--- config.mk ---
export PLATFORM = sky130hd
export DESIGN_NAME = radio_neighbor_table
export DESIGN_NICKNAME = d
export VERILOG_FILES = /design/src/sv/rnt_pkg.sv /design/src/sv/rnt_cell.sv /design/src/sv/radio_neighbor_table.sv
export SDC_FILE = /design/constraint.sdc
export NUM_CORES = 2
export LEC_CHECK = 0
export BUFFER_PORTS_ARGS = -buffer_cell sky130_fd_sc_hd__buf_4
export CAP_MARGIN = 20
export CORE_UTILIZATION = 49
export DETAILED_ROUTE_END_ITERATION = 12
export GPL_TIMING_DRIVEN = 0
export PLACE_DENSITY = 0.74
export SLEW_MARGIN = 0
export SYNTH_ARGS = -nofsm -noshare
export SYNTH_HDL_FRONTEND = slang
export SYNTH_SLANG_ARGS = --single-unit
--- constraint.sdc ---
create_clock -name clk -period 35.9 [get_ports clk]
set_input_delay 7.18 -clock clk [delete_from_list [all_inputs] [get_ports clk]]
set_output_delay 7.18 -clock clk [all_outputs]
set_load 0.005 [all_outputs]
--- src/sv/rnt_pkg.sv ---
// ----------------------------------------------------------------------------
// rnt_pkg: shared types and constants of the radio neighbour table
// Token, report and write-back structures of the slot cell chain.
// ----------------------------------------------------------------------------
package rnt_pkg;

  localparam int NUM_SLOTS_DEF = 4;
  localparam int SLOT_IDX_W    = 4;
  localparam int ID_W          = 32;
  localparam int RSSI_W        = 8;
  localparam int CNT_W         = 16;
  localparam int TOT_W         = 20;
  localparam int AGE_W         = 8;
  localparam int LIMIT_W       = 8;
  localparam int CFG_IDX_W     = 1;
  localparam int CFG_DATA_W    = 32;
  localparam int IN_DATA_W     = 104;
  localparam int OUT_DATA_W    = 128;

  localparam logic [CFG_IDX_W-1:0] REG_OWN_PAIR_ID = 1'd0;
  localparam logic [CFG_IDX_W-1:0] REG_STALE_LIMIT = 1'd1;

  localparam logic [LIMIT_W-1:0]       STALE_LIMIT_RST = 8'd4;
  localparam logic signed [RSSI_W-1:0] RSSI_EMPTY      = -8'sd127;
  localparam logic signed [RSSI_W-1:0] RSSI_MAX        = 8'sd127;

  typedef struct packed {
    logic                  act;
    logic                  tick;
    logic [ID_W-1:0]       id;
    logic [RSSI_W-1:0]     rssi;
    logic [CNT_W-1:0]      retries;
    logic [CNT_W-1:0]      link_errors;
    logic [CNT_W-1:0]      resets;
    logic [CNT_W-1:0]      dropped;
    logic                  matched;
    logic [SLOT_IDX_W-1:0] match_idx;
    logic [RSSI_W-1:0]     lo_rssi;
    logic [SLOT_IDX_W-1:0] lo_idx;
    logic                  linked;
    logic [TOT_W-1:0]      tot_retries;
    logic [TOT_W-1:0]      tot_link_errors;
    logic [TOT_W-1:0]      tot_dropped;
    logic [TOT_W-1:0]      tot_resets;
  } carry_t;

  typedef struct packed {
    logic                  valid;
    logic [SLOT_IDX_W-1:0] idx;
    logic [ID_W-1:0]       id;
    logic [RSSI_W-1:0]     rssi;
    logic                  last;
    logic                  linked;
    logic [TOT_W-1:0]      tot_retries;
    logic [TOT_W-1:0]      tot_link_errors;
    logic [TOT_W-1:0]      tot_dropped;
    logic [TOT_W-1:0]      tot_resets;
  } report_t;

  typedef struct packed {
    logic                  en;
    logic [SLOT_IDX_W-1:0] idx;
    logic [ID_W-1:0]       id;
    logic [RSSI_W-1:0]     rssi;
    logic [CNT_W-1:0]      retries;
    logic [CNT_W-1:0]      link_errors;
    logic [CNT_W-1:0]      resets;
    logic [CNT_W-1:0]      dropped;
  } wr_t;

endpackage

--- src/sv/rnt_cell.sv ---
// ----------------------------------------------------------------------------
// rnt_cell: one slot of the radio neighbour table
// Holds one neighbour entry, searches or ages it as the token passes, and
// hands the updated token to the next cell.
// ----------------------------------------------------------------------------
module rnt_cell
  import rnt_pkg::*;
#(
  parameter int NUM_SLOTS = NUM_SLOTS_DEF,
  parameter int SLOT_POS  = 0
) (
  input  logic               clk,
  input  logic               rst_n,
  input  logic               adv,
  input  logic [ID_W-1:0]    own_pair_id,
  input  logic [LIMIT_W-1:0] stale_limit,
  input  carry_t             carry_in,
  input  wr_t                wr,
  output carry_t             carry_out,
  output report_t            report
);

  localparam logic [SLOT_IDX_W-1:0] POS_L  = SLOT_IDX_W'(SLOT_POS);
  localparam logic                  LAST_L = (SLOT_POS == NUM_SLOTS - 1);

  logic [ID_W-1:0]   id_r,   id_nxt;
  logic [RSSI_W-1:0] rssi_r, rssi_nxt;
  logic [CNT_W-1:0]  ret_r,  ret_nxt;
  logic [CNT_W-1:0]  err_r,  err_nxt;
  logic [CNT_W-1:0]  rst_r,  rst_nxt;
  logic [CNT_W-1:0]  drp_r,  drp_nxt;
  logic [AGE_W-1:0]  age_r,  age_nxt;
  carry_t            carry_r, carry_nxt;

  logic [AGE_W-1:0]  age_inc;
  logic              stale;
  logic              live;

  assign age_inc = age_r + AGE_W'(1);
  assign stale   = age_inc > stale_limit;
  assign live    = (own_pair_id != '0) && (id_r == own_pair_id) && !stale &&
                   ($signed(rssi_r) > RSSI_EMPTY);

  always_comb begin
    carry_nxt = carry_in;
    if (!carry_in.tick) begin
      if (!carry_in.matched && (carry_in.id == id_r)) begin
        carry_nxt.matched   = 1'b1;
        carry_nxt.match_idx = POS_L;
      end
      if ($signed(rssi_r) < $signed(carry_in.lo_rssi)) begin
        carry_nxt.lo_rssi = rssi_r;
        carry_nxt.lo_idx  = POS_L;
      end
    end else if (live) begin
      carry_nxt.linked          = 1'b1;
      carry_nxt.tot_retries     = carry_in.tot_retries + TOT_W'(ret_r);
      carry_nxt.tot_link_errors = carry_in.tot_link_errors + TOT_W'(err_r);
      carry_nxt.tot_dropped     = carry_in.tot_dropped + TOT_W'(drp_r);
      carry_nxt.tot_resets      = carry_in.tot_resets + TOT_W'(rst_r);
    end
  end

  always_comb begin
    report       = '0;
    report.valid = carry_in.act && carry_in.tick;
    if (report.valid) begin
      report.idx  = POS_L;
      report.id   = id_r;
      report.rssi = rssi_r;
      report.last = LAST_L;
      if (LAST_L) begin
        report.linked          = carry_nxt.linked;
        report.tot_retries     = carry_nxt.tot_retries;
        report.tot_link_errors = carry_nxt.tot_link_errors;
        report.tot_dropped     = carry_nxt.tot_dropped;
        report.tot_resets      = carry_nxt.tot_resets;
      end
    end
  end

  always_comb begin
    id_nxt   = id_r;
    rssi_nxt = rssi_r;
    ret_nxt  = ret_r;
    err_nxt  = err_r;
    rst_nxt  = rst_r;
    drp_nxt  = drp_r;
    age_nxt  = age_r;
    if (adv && carry_in.act && carry_in.tick) begin
      if (stale) begin
        id_nxt   = '0;
        rssi_nxt = RSSI_EMPTY;
        ret_nxt  = '0;
        err_nxt  = '0;
        rst_nxt  = '0;
        drp_nxt  = '0;
        age_nxt  = '0;
      end else begin
        age_nxt = age_inc;
      end
    end
    if (wr.en && (wr.idx == POS_L)) begin
      id_nxt   = wr.id;
      rssi_nxt = wr.rssi;
      ret_nxt  = wr.retries;
      err_nxt  = wr.link_errors;
      rst_nxt  = wr.resets;
      drp_nxt  = wr.dropped;
      age_nxt  = '0;
    end
  end

  always_ff @(posedge clk) begin
    if (!rst_n) begin
      id_r   <= '0;
      rssi_r <= RSSI_EMPTY;
      ret_r  <= '0;
      err_r  <= '0;
      rst_r  <= '0;
      drp_r  <= '0;
      age_r  <= '0;
    end else begin
      id_r   <= id_nxt;
      rssi_r <= rssi_nxt;
      ret_r  <= ret_nxt;
      err_r  <= err_nxt;
      rst_r  <= rst_nxt;
      drp_r  <= drp_nxt;
      age_r  <= age_nxt;
    end
  end

  always_ff @(posedge clk) begin
    if (!rst_n) begin
      carry_r.act <= 1'b0;
    end else if (adv) begin
      carry_r <= carry_nxt;
    end
  end

  assign carry_out = carry_r;

endmodule

--- src/sv/radio_neighbor_table.sv ---
// ----------------------------------------------------------------------------
// radio_neighbor_table: neighbour radio table with periodic status report
// Slot cells in a chain; a token walks it one slot per cycle when not stalled.
// ----------------------------------------------------------------------------
// One item is in flight at a time. A transaction enters a token register and
// then walks the NUM_SLOTS slot cells at one cell per cycle unless the output
// stalls; a status packet is written back to its chosen slot once the token
// leaves the last cell, so in_tready stays low while the token is in the
// token register or in any cell, and the next transaction is accepted only
// once it has left. A tick emits one result per cycle as it passes each cell,
// so output back-pressure stretches the walk by the stalled cycles. Totals and
// link state appear only on the tlast result.
module radio_neighbor_table
  import rnt_pkg::*;
#(
  parameter int NUM_SLOTS = NUM_SLOTS_DEF
) (
  input  logic                  clk,
  input  logic                  rst_n,
  input  logic                  cfg_wr_en,
  input  logic [CFG_IDX_W-1:0]  cfg_index,
  input  logic [CFG_DATA_W-1:0] cfg_wdata,
  input  logic                  in_tvalid,
  output logic                  in_tready,
  // sender_id, rssi, retries, link_errors, resets, dropped
  input  logic [IN_DATA_W-1:0]  in_tdata,
  // cmd
  input  logic                  in_tuser,
  output logic                  out_tvalid,
  input  logic                  out_tready,
  // slot_index, slot_id, slot_rssi, link_connected, total_retries,
  // total_link_errors, total_dropped, total_resets, zero padding
  output logic [OUT_DATA_W-1:0] out_tdata,
  output logic                  out_tlast
);

  logic [ID_W-1:0]    own_pair_id_r;
  logic [LIMIT_W-1:0] stale_limit_r;

  carry_t             entry_r, entry_nxt;
  carry_t             chain [NUM_SLOTS+1];
  report_t            reps  [NUM_SLOTS];
  report_t            rep_any;
  report_t            out_r;
  logic               out_valid_r;
  logic [NUM_SLOTS:0] acts;
  logic               busy;
  logic               adv;
  logic               in_acc;
  wr_t                wr;

  always_ff @(posedge clk) begin
    if (!rst_n) begin
      own_pair_id_r <= '0;
      stale_limit_r <= STALE_LIMIT_RST;
    end else if (cfg_wr_en) begin
      case (cfg_index)
        REG_OWN_PAIR_ID: own_pair_id_r <= cfg_wdata[ID_W-1:0];
        REG_STALE_LIMIT: stale_limit_r <= cfg_wdata[LIMIT_W-1:0];
        default: ;
      endcase
    end
  end

  assign adv       = !out_valid_r || out_tready;
  assign busy      = |acts;
  assign in_tready = !busy;
  assign in_acc    = in_tvalid && in_tready;

  always_comb begin
    entry_nxt             = '0;
    entry_nxt.act         = 1'b1;
    entry_nxt.tick        = in_tuser;
    entry_nxt.id          = in_tdata[31:0];
    entry_nxt.rssi        = in_tdata[39:32];
    entry_nxt.retries     = in_tdata[55:40];
    entry_nxt.link_errors = in_tdata[71:56];
    entry_nxt.resets      = in_tdata[87:72];
    entry_nxt.dropped     = in_tdata[103:88];
    entry_nxt.lo_rssi     = RSSI_MAX;
  end

  always_ff @(posedge clk) begin
    if (!rst_n) begin
      entry_r.act <= 1'b0;
    end else if (in_acc) begin
      entry_r <= entry_nxt;
    end else if (adv) begin
      entry_r.act <= 1'b0;
    end
  end

  assign chain[0] = entry_r;

  for (genvar k = 0; k < NUM_SLOTS; k++) begin : g_cell
    rnt_cell #(
      .NUM_SLOTS (NUM_SLOTS),
      .SLOT_POS  (k)
    ) u_cell (
      .clk         (clk),
      .rst_n       (rst_n),
      .adv         (adv),
      .own_pair_id (own_pair_id_r),
      .stale_limit (stale_limit_r),
      .carry_in    (chain[k]),
      .wr          (wr),
      .carry_out   (chain[k+1]),
      .report      (reps[k])
    );
  end

  always_comb begin
    for (int k = 0; k <= NUM_SLOTS; k++) begin
      acts[k] = chain[k].act;
    end
  end

  always_comb begin
    rep_any = '0;
    for (int k = 0; k < NUM_SLOTS; k++) begin
      rep_any = rep_any | reps[k];
    end
  end

  always_comb begin
    wr             = '0;
    wr.en          = chain[NUM_SLOTS].act && !chain[NUM_SLOTS].tick;
    wr.id          = chain[NUM_SLOTS].id;
    wr.rssi        = chain[NUM_SLOTS].rssi;
    wr.retries     = chain[NUM_SLOTS].retries;
    wr.link_errors = chain[NUM_SLOTS].link_errors;
    wr.resets      = chain[NUM_SLOTS].resets;
    wr.dropped     = chain[NUM_SLOTS].dropped;
    if (chain[NUM_SLOTS].matched) begin
      wr.idx = chain[NUM_SLOTS].match_idx;
    end else if (chain[NUM_SLOTS].id == own_pair_id_r) begin
      wr.idx = '0;
    end else begin
      wr.idx = chain[NUM_SLOTS].lo_idx;
    end
  end

  always_ff @(posedge clk) begin
    if (!rst_n) begin
      out_valid_r <= 1'b0;
    end else if (adv) begin
      out_valid_r <= rep_any.valid;
    end
  end

  always_ff @(posedge clk) begin
    if (adv) begin
      out_r <= rep_any;
    end
  end

  assign out_tvalid = out_valid_r;
  assign out_tlast  = out_r.last;
  assign out_tdata  = {3'b000, out_r.tot_resets, out_r.tot_dropped,
                       out_r.tot_link_errors, out_r.tot_retries, out_r.linked,
                       out_r.rssi, out_r.id, out_r.idx};

  a_one_token: assert property (@(posedge clk) disable iff (!rst_n)
    $onehot0(acts))
    else $error("more than one token in the slot chain");

  a_last_slot: assert property (@(posedge clk) disable iff (!rst_n)
    out_tvalid && out_tlast |-> out_tdata[3:0] == SLOT_IDX_W'(NUM_SLOTS - 1))
    else $error("tlast result does not report the final slot");

  a_zero_totals: assert property (@(posedge clk) disable iff (!rst_n)
    out_tvalid && !out_tlast |-> out_tdata[124:44] == '0)
    else $error("totals present on a result other than the last");

  a_no_write_on_tick: assert property (@(posedge clk) disable iff (!rst_n)
    wr.en |-> !rep_any.valid)
    else $error("slot write-back overlaps a tick report");

endmodule

# After elaboration in Yosys (flattened, before gate mapping)
# Index checks and enable logic that the tools add are counted.
[totals]
input_bits = 143
ramBits = 0
output_inout_bits = 131
elab_cells = 308
romBits = 0
memories = 0
latch_bits = 0
reg_bits = 1432
[op_classes]
shifts = 0
add_sub_neg = 16
bitwise_logic = 6
multipliers = 0
reduce_logical = 71
n_div = 0
eq_ne = 12
n_lt_le_gt_ge = 12
n_mux = 77
[ops]
columns = ["cell", "count"]
rows = [
  ["$mux W81", 7],
  ["$mux W16", 24],
  ["$mux W32", 12],
  ["$or A127 B127 Y127", 3],
  ["$eq A32 B32 Y1", 9],
  ["$add A20 B16 Y20", 8],
  ["$mux W8", 16],
  ["$mux W124", 1],
  ["$add A16 B16 Y17", 4],
  ["$mux W17", 3],
  ["$mux W43", 1],
  ["$mux W42", 1],
  ["$mux W41", 1],
  ["$mux W12", 3],
  ["$logic_and A1 B1 Y1", 33],
  ["$add A8 B1 Y8 const B", 4],
  ["$gt A8 B8 Y1", 4],
  ["$gt A8 B8 Y1 const B", 4],
  ["$reduce_bool A32 Y1", 1],
  ["$lt A8 B8 Y1", 3],
  ["$mux W5", 4],
  ["$reduce_and A2 Y1", 10],
  ["$reduce_bool A2 Y1", 9],
  ["$logic_not A1 Y1", 10],
  ["10 further kinds", 19],
]

# Longest topological paths before layout
[depth]
word_depth = 9
depth_mapped = 15
ltp_nobuf = 12

# Modules after synthesis
# A second synthesis with hierarchy kept.
[unflattened]
cells_unflattened = 6567
hier_area_um2 = 75270.9
[modules_own_cells]
columns = ["mod", "area_per_inst_um2", "n_inst", "cells_each", "seq_area_each_um2"]
rows = [
  ["rnt_cell at g_cell[3].u_cell", 16684.8, 1, 1559, 8358.0],
  ["rnt_cell at g_cell[1].u_cell", 16311.9, 1, 1500, 8358.0],
  ["rnt_cell at g_cell[0].u_cell", 16244.3, 1, 1467, 8358.0],
  ["rnt_cell at g_cell[2].u_cell", 16116.7, 1, 1437, 8358.0],
  ["radio_neighbor_table", 9913.3, 1, 604, 7777.5],
]

# Worst setup path before layout
# OpenSTA, ideal clock, no wires.
[synth_path]
kind = "input to register"
startpoint = "in rst_n"
endpoint = "reg g_cell[0].u_cell.carry_r (netlist bit g_cell[0].u_cell.carry_out[0]), enable pin"
cell_stages = 4
setup_time_ns = 1.715
path_slack_ns = -1.048
arrival_time_ns = 35.234
path_buffers = 2
t_required_ns = 34.185
cell_sequence = "clkbuf_1 > inv_2 > clkbuf_1 > nor2_1"
[synth_via]
elab_chain_len = 1
[synth_rtl]
columns = ["element", "line", "source"]
rows = [
  ["start, declared", "radio_neighbor_table.sv:19", "input logic rst_n,"],
  ["$reduce_and A2 Y1 (no line)", "n/a", ""],
  ["end signal, assigned", "rnt_cell.sv:138", "carry_r <= carry_nxt;"],
  ["end, declared", "rnt_cell.sv:33", "carry_t carry_r, carry_nxt;"],
]
# Every way passes these cells.
# A chain may end at the register's enable or synchronous reset.

# Worst setup path in the final report
[layout_path]
startpoint = "in out_tready"
endpoint = "reg g_cell[3].u_cell.id_r[10]"
[layout_via]
elab_chain_len = 5
[layout_rtl]
columns = ["element", "line", "source"]
rows = [
  ["start, declared", "radio_neighbor_table.sv:30", "input logic out_tready,"],
  ["$logic_or A1 B1 Y1", "radio_neighbor_table.sv:65", "assign adv = !out_valid_r || out_tready;"],
  ["$logic_and A1 B1 Y1 (2 in a row)", "rnt_cell.sv:90", "if (adv && carry_in.act && carry_in.tick) begin"],
  ["$reduce_bool A2 Y1 (no line)", "n/a", ""],
  ["$reduce_and A2 Y1 (no line)", "n/a", ""],
  ["end signal, assigned", "rnt_cell.sv:124", "id_r <= id_nxt;"],
  ["end, declared", "rnt_cell.sv:26", "logic [ID_W-1:0] id_r, id_nxt;"],
]
# Every way passes these cells.

==> impl_metrics.py <==
metrics = {
    "status": {
        "status": "finished, final reports clean",
    },
    "logic_synthesis": {
        "yosysSeqAreaShare_pct": 60.3,
        "synth_edf_count": 890,
        "avgSynthCellArea_sq_um": 11.8,
        "ys_warn_count": 0,
        "async_reset_ff_share_pct": 0,
        "synth.cell_area_sq_um": 60700,
        "yosysUniqueCellTypes": 72,
        "yosys_register_bits": 1384,
        "synth_top_flop_cell": "edfxtp_1",
        "synth_top_cells_by_area": "edfxtp_1, dfxtp_1, ha_1",
        "yosysTopAreaCell": "edfxtp_1",
        "synth_top_area_share_pct": 44.0,
        "syn_inst": 5127,
    },
    "grt": {
        "grt_pass1_wl_mm": 275,
        "grt_pass1_vias": 40900,
        "grt_use_met3_pct": 8.12,
        "met2_usage_pct": 41.3,
        "grt_usage_pct": 30.1,
        "busiest_layer": "met1",
        "grt_max_degree": 73,
        "grt-ovfl-total": 0,
        "antenna_found_initial": 8,
        "met1_usage_pct": 46.0,
    },
    "run": {
        "maxCapViolations": 0,
    },
    "detailed_routing": {
        "wl_per_cell_microns": 26.1,
        "routed_via_density": 6.01,
        "drt_iter0_drc": 5561,
        "firstDrtPassIters": 8,
        "ant_nets": 0,
        "drc": 0,
        "drt_wl_total_mm": 192,
        "vias": 44100,
    },
    "cts": {
        "clock_sinks": 1384,
        "cts_max_path_buffers": 3,
        "clk_pin_slew_worst_paths_ns": 0.06,
        "h-tree-depth": 4,
        "clk-insertion-delay-late_ns": 0.80,
        "numCtsBuffers": 148,
        "root_buffer": "clkbuf_16",
        "postCtsSetupBuffers": 0,
        "postCtsResizedCells": 0,
        "cts-hold-fix-buffers": 0,
        "cts_tree": "built",
    },
    "final_layout": {
        "layout_common_cells": "edfxtp_1, dfxtp_1, nand2_1, o21ai_0, xor2_1",
        "drive_gt1_share_pct": 10.8,
        "fin_cells": 7336,
        "final_nets": 5984,
        "final_common_cell": "edfxtp_1",
        "area.growth.synth_to_final_pct": 16.1,
        "nFillCells": 10100,
    },
    "timing": {
        "post-route-period-util_pct": 29.9,
        "finClkSkew_ns": 0.0389,
        "setup_viol": 0,
        "clock.fmax_mhz": 93.3,
        "final-hold-violation-count": 0,
        "period_minus_slack_ns": 10.72,
        "rsz0062_at_grt": "false",
        "hold_ws_ns": 0.403,
        "worst_pin_slew_ns": 1.37,
        "fin_tns_setup_ns": 0,
        "drv_slew": 0,
        "slew_headroom_pct": 7.51,
        "worst_slack_ns": 25.18,
    },
    "floorplan": {
        "io_pins": 274,
        "fp-row-count": 128,
        "dieWidth_microns": 354,
        "initial_core_util_pct": 49.6,
        "fp.dieH_microns": 354,
        "core_sq_um": 122000,
        "die_area_sq_um": 125000,
    },
    "power_and_ir_drop": {
        "vdd_ir_drop_max_mv": 0.0496,
        "power.density_nw_per_um2": 51.4,
        "p_leak_uw": 0.0277,
        "p_total_uw": 3620,
    },
    "worst_setup_path": {
        "cp-end-kind": "register",
        "worstPathMaxFanout": 10,
        "crit_required_ns": 36.59,
        "criticalPathCategory": "input port to register",
        "crit_arrival_ns": 11.41,
        "critPathLaunchType": "input port",
    },
    "placed_design": {
        "routabilityCongestion": 1.04,
        "dp_slack_ns": 24.57,
        "dp_hpwl_mm": 147,
        "port_buffers": 263,
        "dp_cells": 7053,
    },
    "worst_hold_path": {
        "hp-class": "register to register",
    },
}
-- logic make-up (layout without fill, tap and decap cells) --
| family | after synthesis | count (layout) | synth area share, % |
|---|---|---|---|
| AO/OA/AOI/OAI | 1184 | 1184 | 12.9 |
| XOR/XNOR | 455 | 455 | 6.57 |
| adder cells (fa/ha/maj) | 261 | 261 | 5.53 |
| buffers and inverters | 389 | 961 | 2.53 |
| flip-flops | 1384 | 1384 | 60.3 |
| multiplexers | 68 | 68 | 1.19 |
| other | 1 | 13 | 0.00618 |
| AND/OR/NAND/NOR | 1385 | 1385 | 10.9 |
-- power breakdown --
group,internal [uW],switching [uW]
Combinational,74.6,148
Clock,929,659
Sequential,1770,42.8
Total,2770,851
-- layer usage --
metal / up-vias / part of all wire (%)
met5: - / 0.022
met4: 2 / 2.8
met3: 336 / 12
met2: 2463 / 40
met1: 21400 / 45
li1: 19900 / -
-- critical path: stages --
cell and delay (ns):
buf_4 0.11, nor2b_1 0.09, clkbuf_1 0.63, nor2_1 0.34, a21oi_1 0.97, clkbuf_1 0.80, clkbuf_1 0.98, nand3_1 0.17
o21ai_0 0.11
-- registers in the layout (all words and copies together), names as in the netlist --
signal and cells:
g_cell.u_cell.ret_r 64, g_cell.u_cell.err_r 64, chain 105, acts 1
out_tvalid 1, g_cell.u_cell.id_r 128, g_cell.u_cell.drp_r 64, out_tlast 1
g_cell.u_cell.rssi_r 32, stale_limit_r 8, g_cell.u_cell.age_r 32, g_cell.u_cell.rst_r 64
own_pair_id_r 32, out_tdata 119, g_cell.u_cell.carry_out 669
-- synthesized netlist by cell type, drive strengths merged (26+ instances only) --
library cell and n:
edfxtp 890, dfxtp 494, nand2 431, o21ai 406, xor2 285, nand3 263
nor2 261, ha 249, clkbuf 242, a21oi 207, xnor2 170, inv 110
a32o 102, a22oi 93, o2bb2ai 84, and2 78, a21o 67, nor3 65
nor4 63, nand4 54, o21a 49, buf 37, mux2 34, mux2i 34
and3 32, o31ai 26
-- through the flow --
stage	util [%]	instance area [sq um]
final	57.6	70500
after global routing	57.6	70500
after CTS	57.6	70500
after detailed placement	53.4	65400
after global placement	52.9	64700
after floorplan	-	60700
-- path summary, 6_finish.rpt --
check | start | to | slack, ns | cells past startpoint
setup / recovery | out_tready | g_cell[3].u_cell.id_r[10] | 25.18 | 9
hold / removal | g_cell[1].u_cell.carry_out[130] | g_cell[2].u_cell.carry_out[130] | 0.40 | 0
setup reg to reg | own_pair_id_r[21] | g_cell[3].u_cell.id_r[14] | 29.49 | 13
hold reg to reg | g_cell[1].u_cell.carry_out[130] | g_cell[2].u_cell.carry_out[130] | 0.40 | 0
-- final cells by class --
type | count | area [sq um] | area share [%]
clock buffer | 186 | 3990 | 5.66
clock inverter | 91 | 1090 | 1.55
multi-input combinational | 3362 | 22600 | 32.1
sequential | 1384 | 36600 | 51.9
inverter | 110 | 413 | 0.586
tap | 1625 | 2030 | 2.88
timing repair buffer | 295 | 2600 | 3.69
antenna | 4 | 10.0 | 0.0142
buffer | 279 | 1120 | 1.59
No activity file was read; power rests on OpenSTA's default activity.
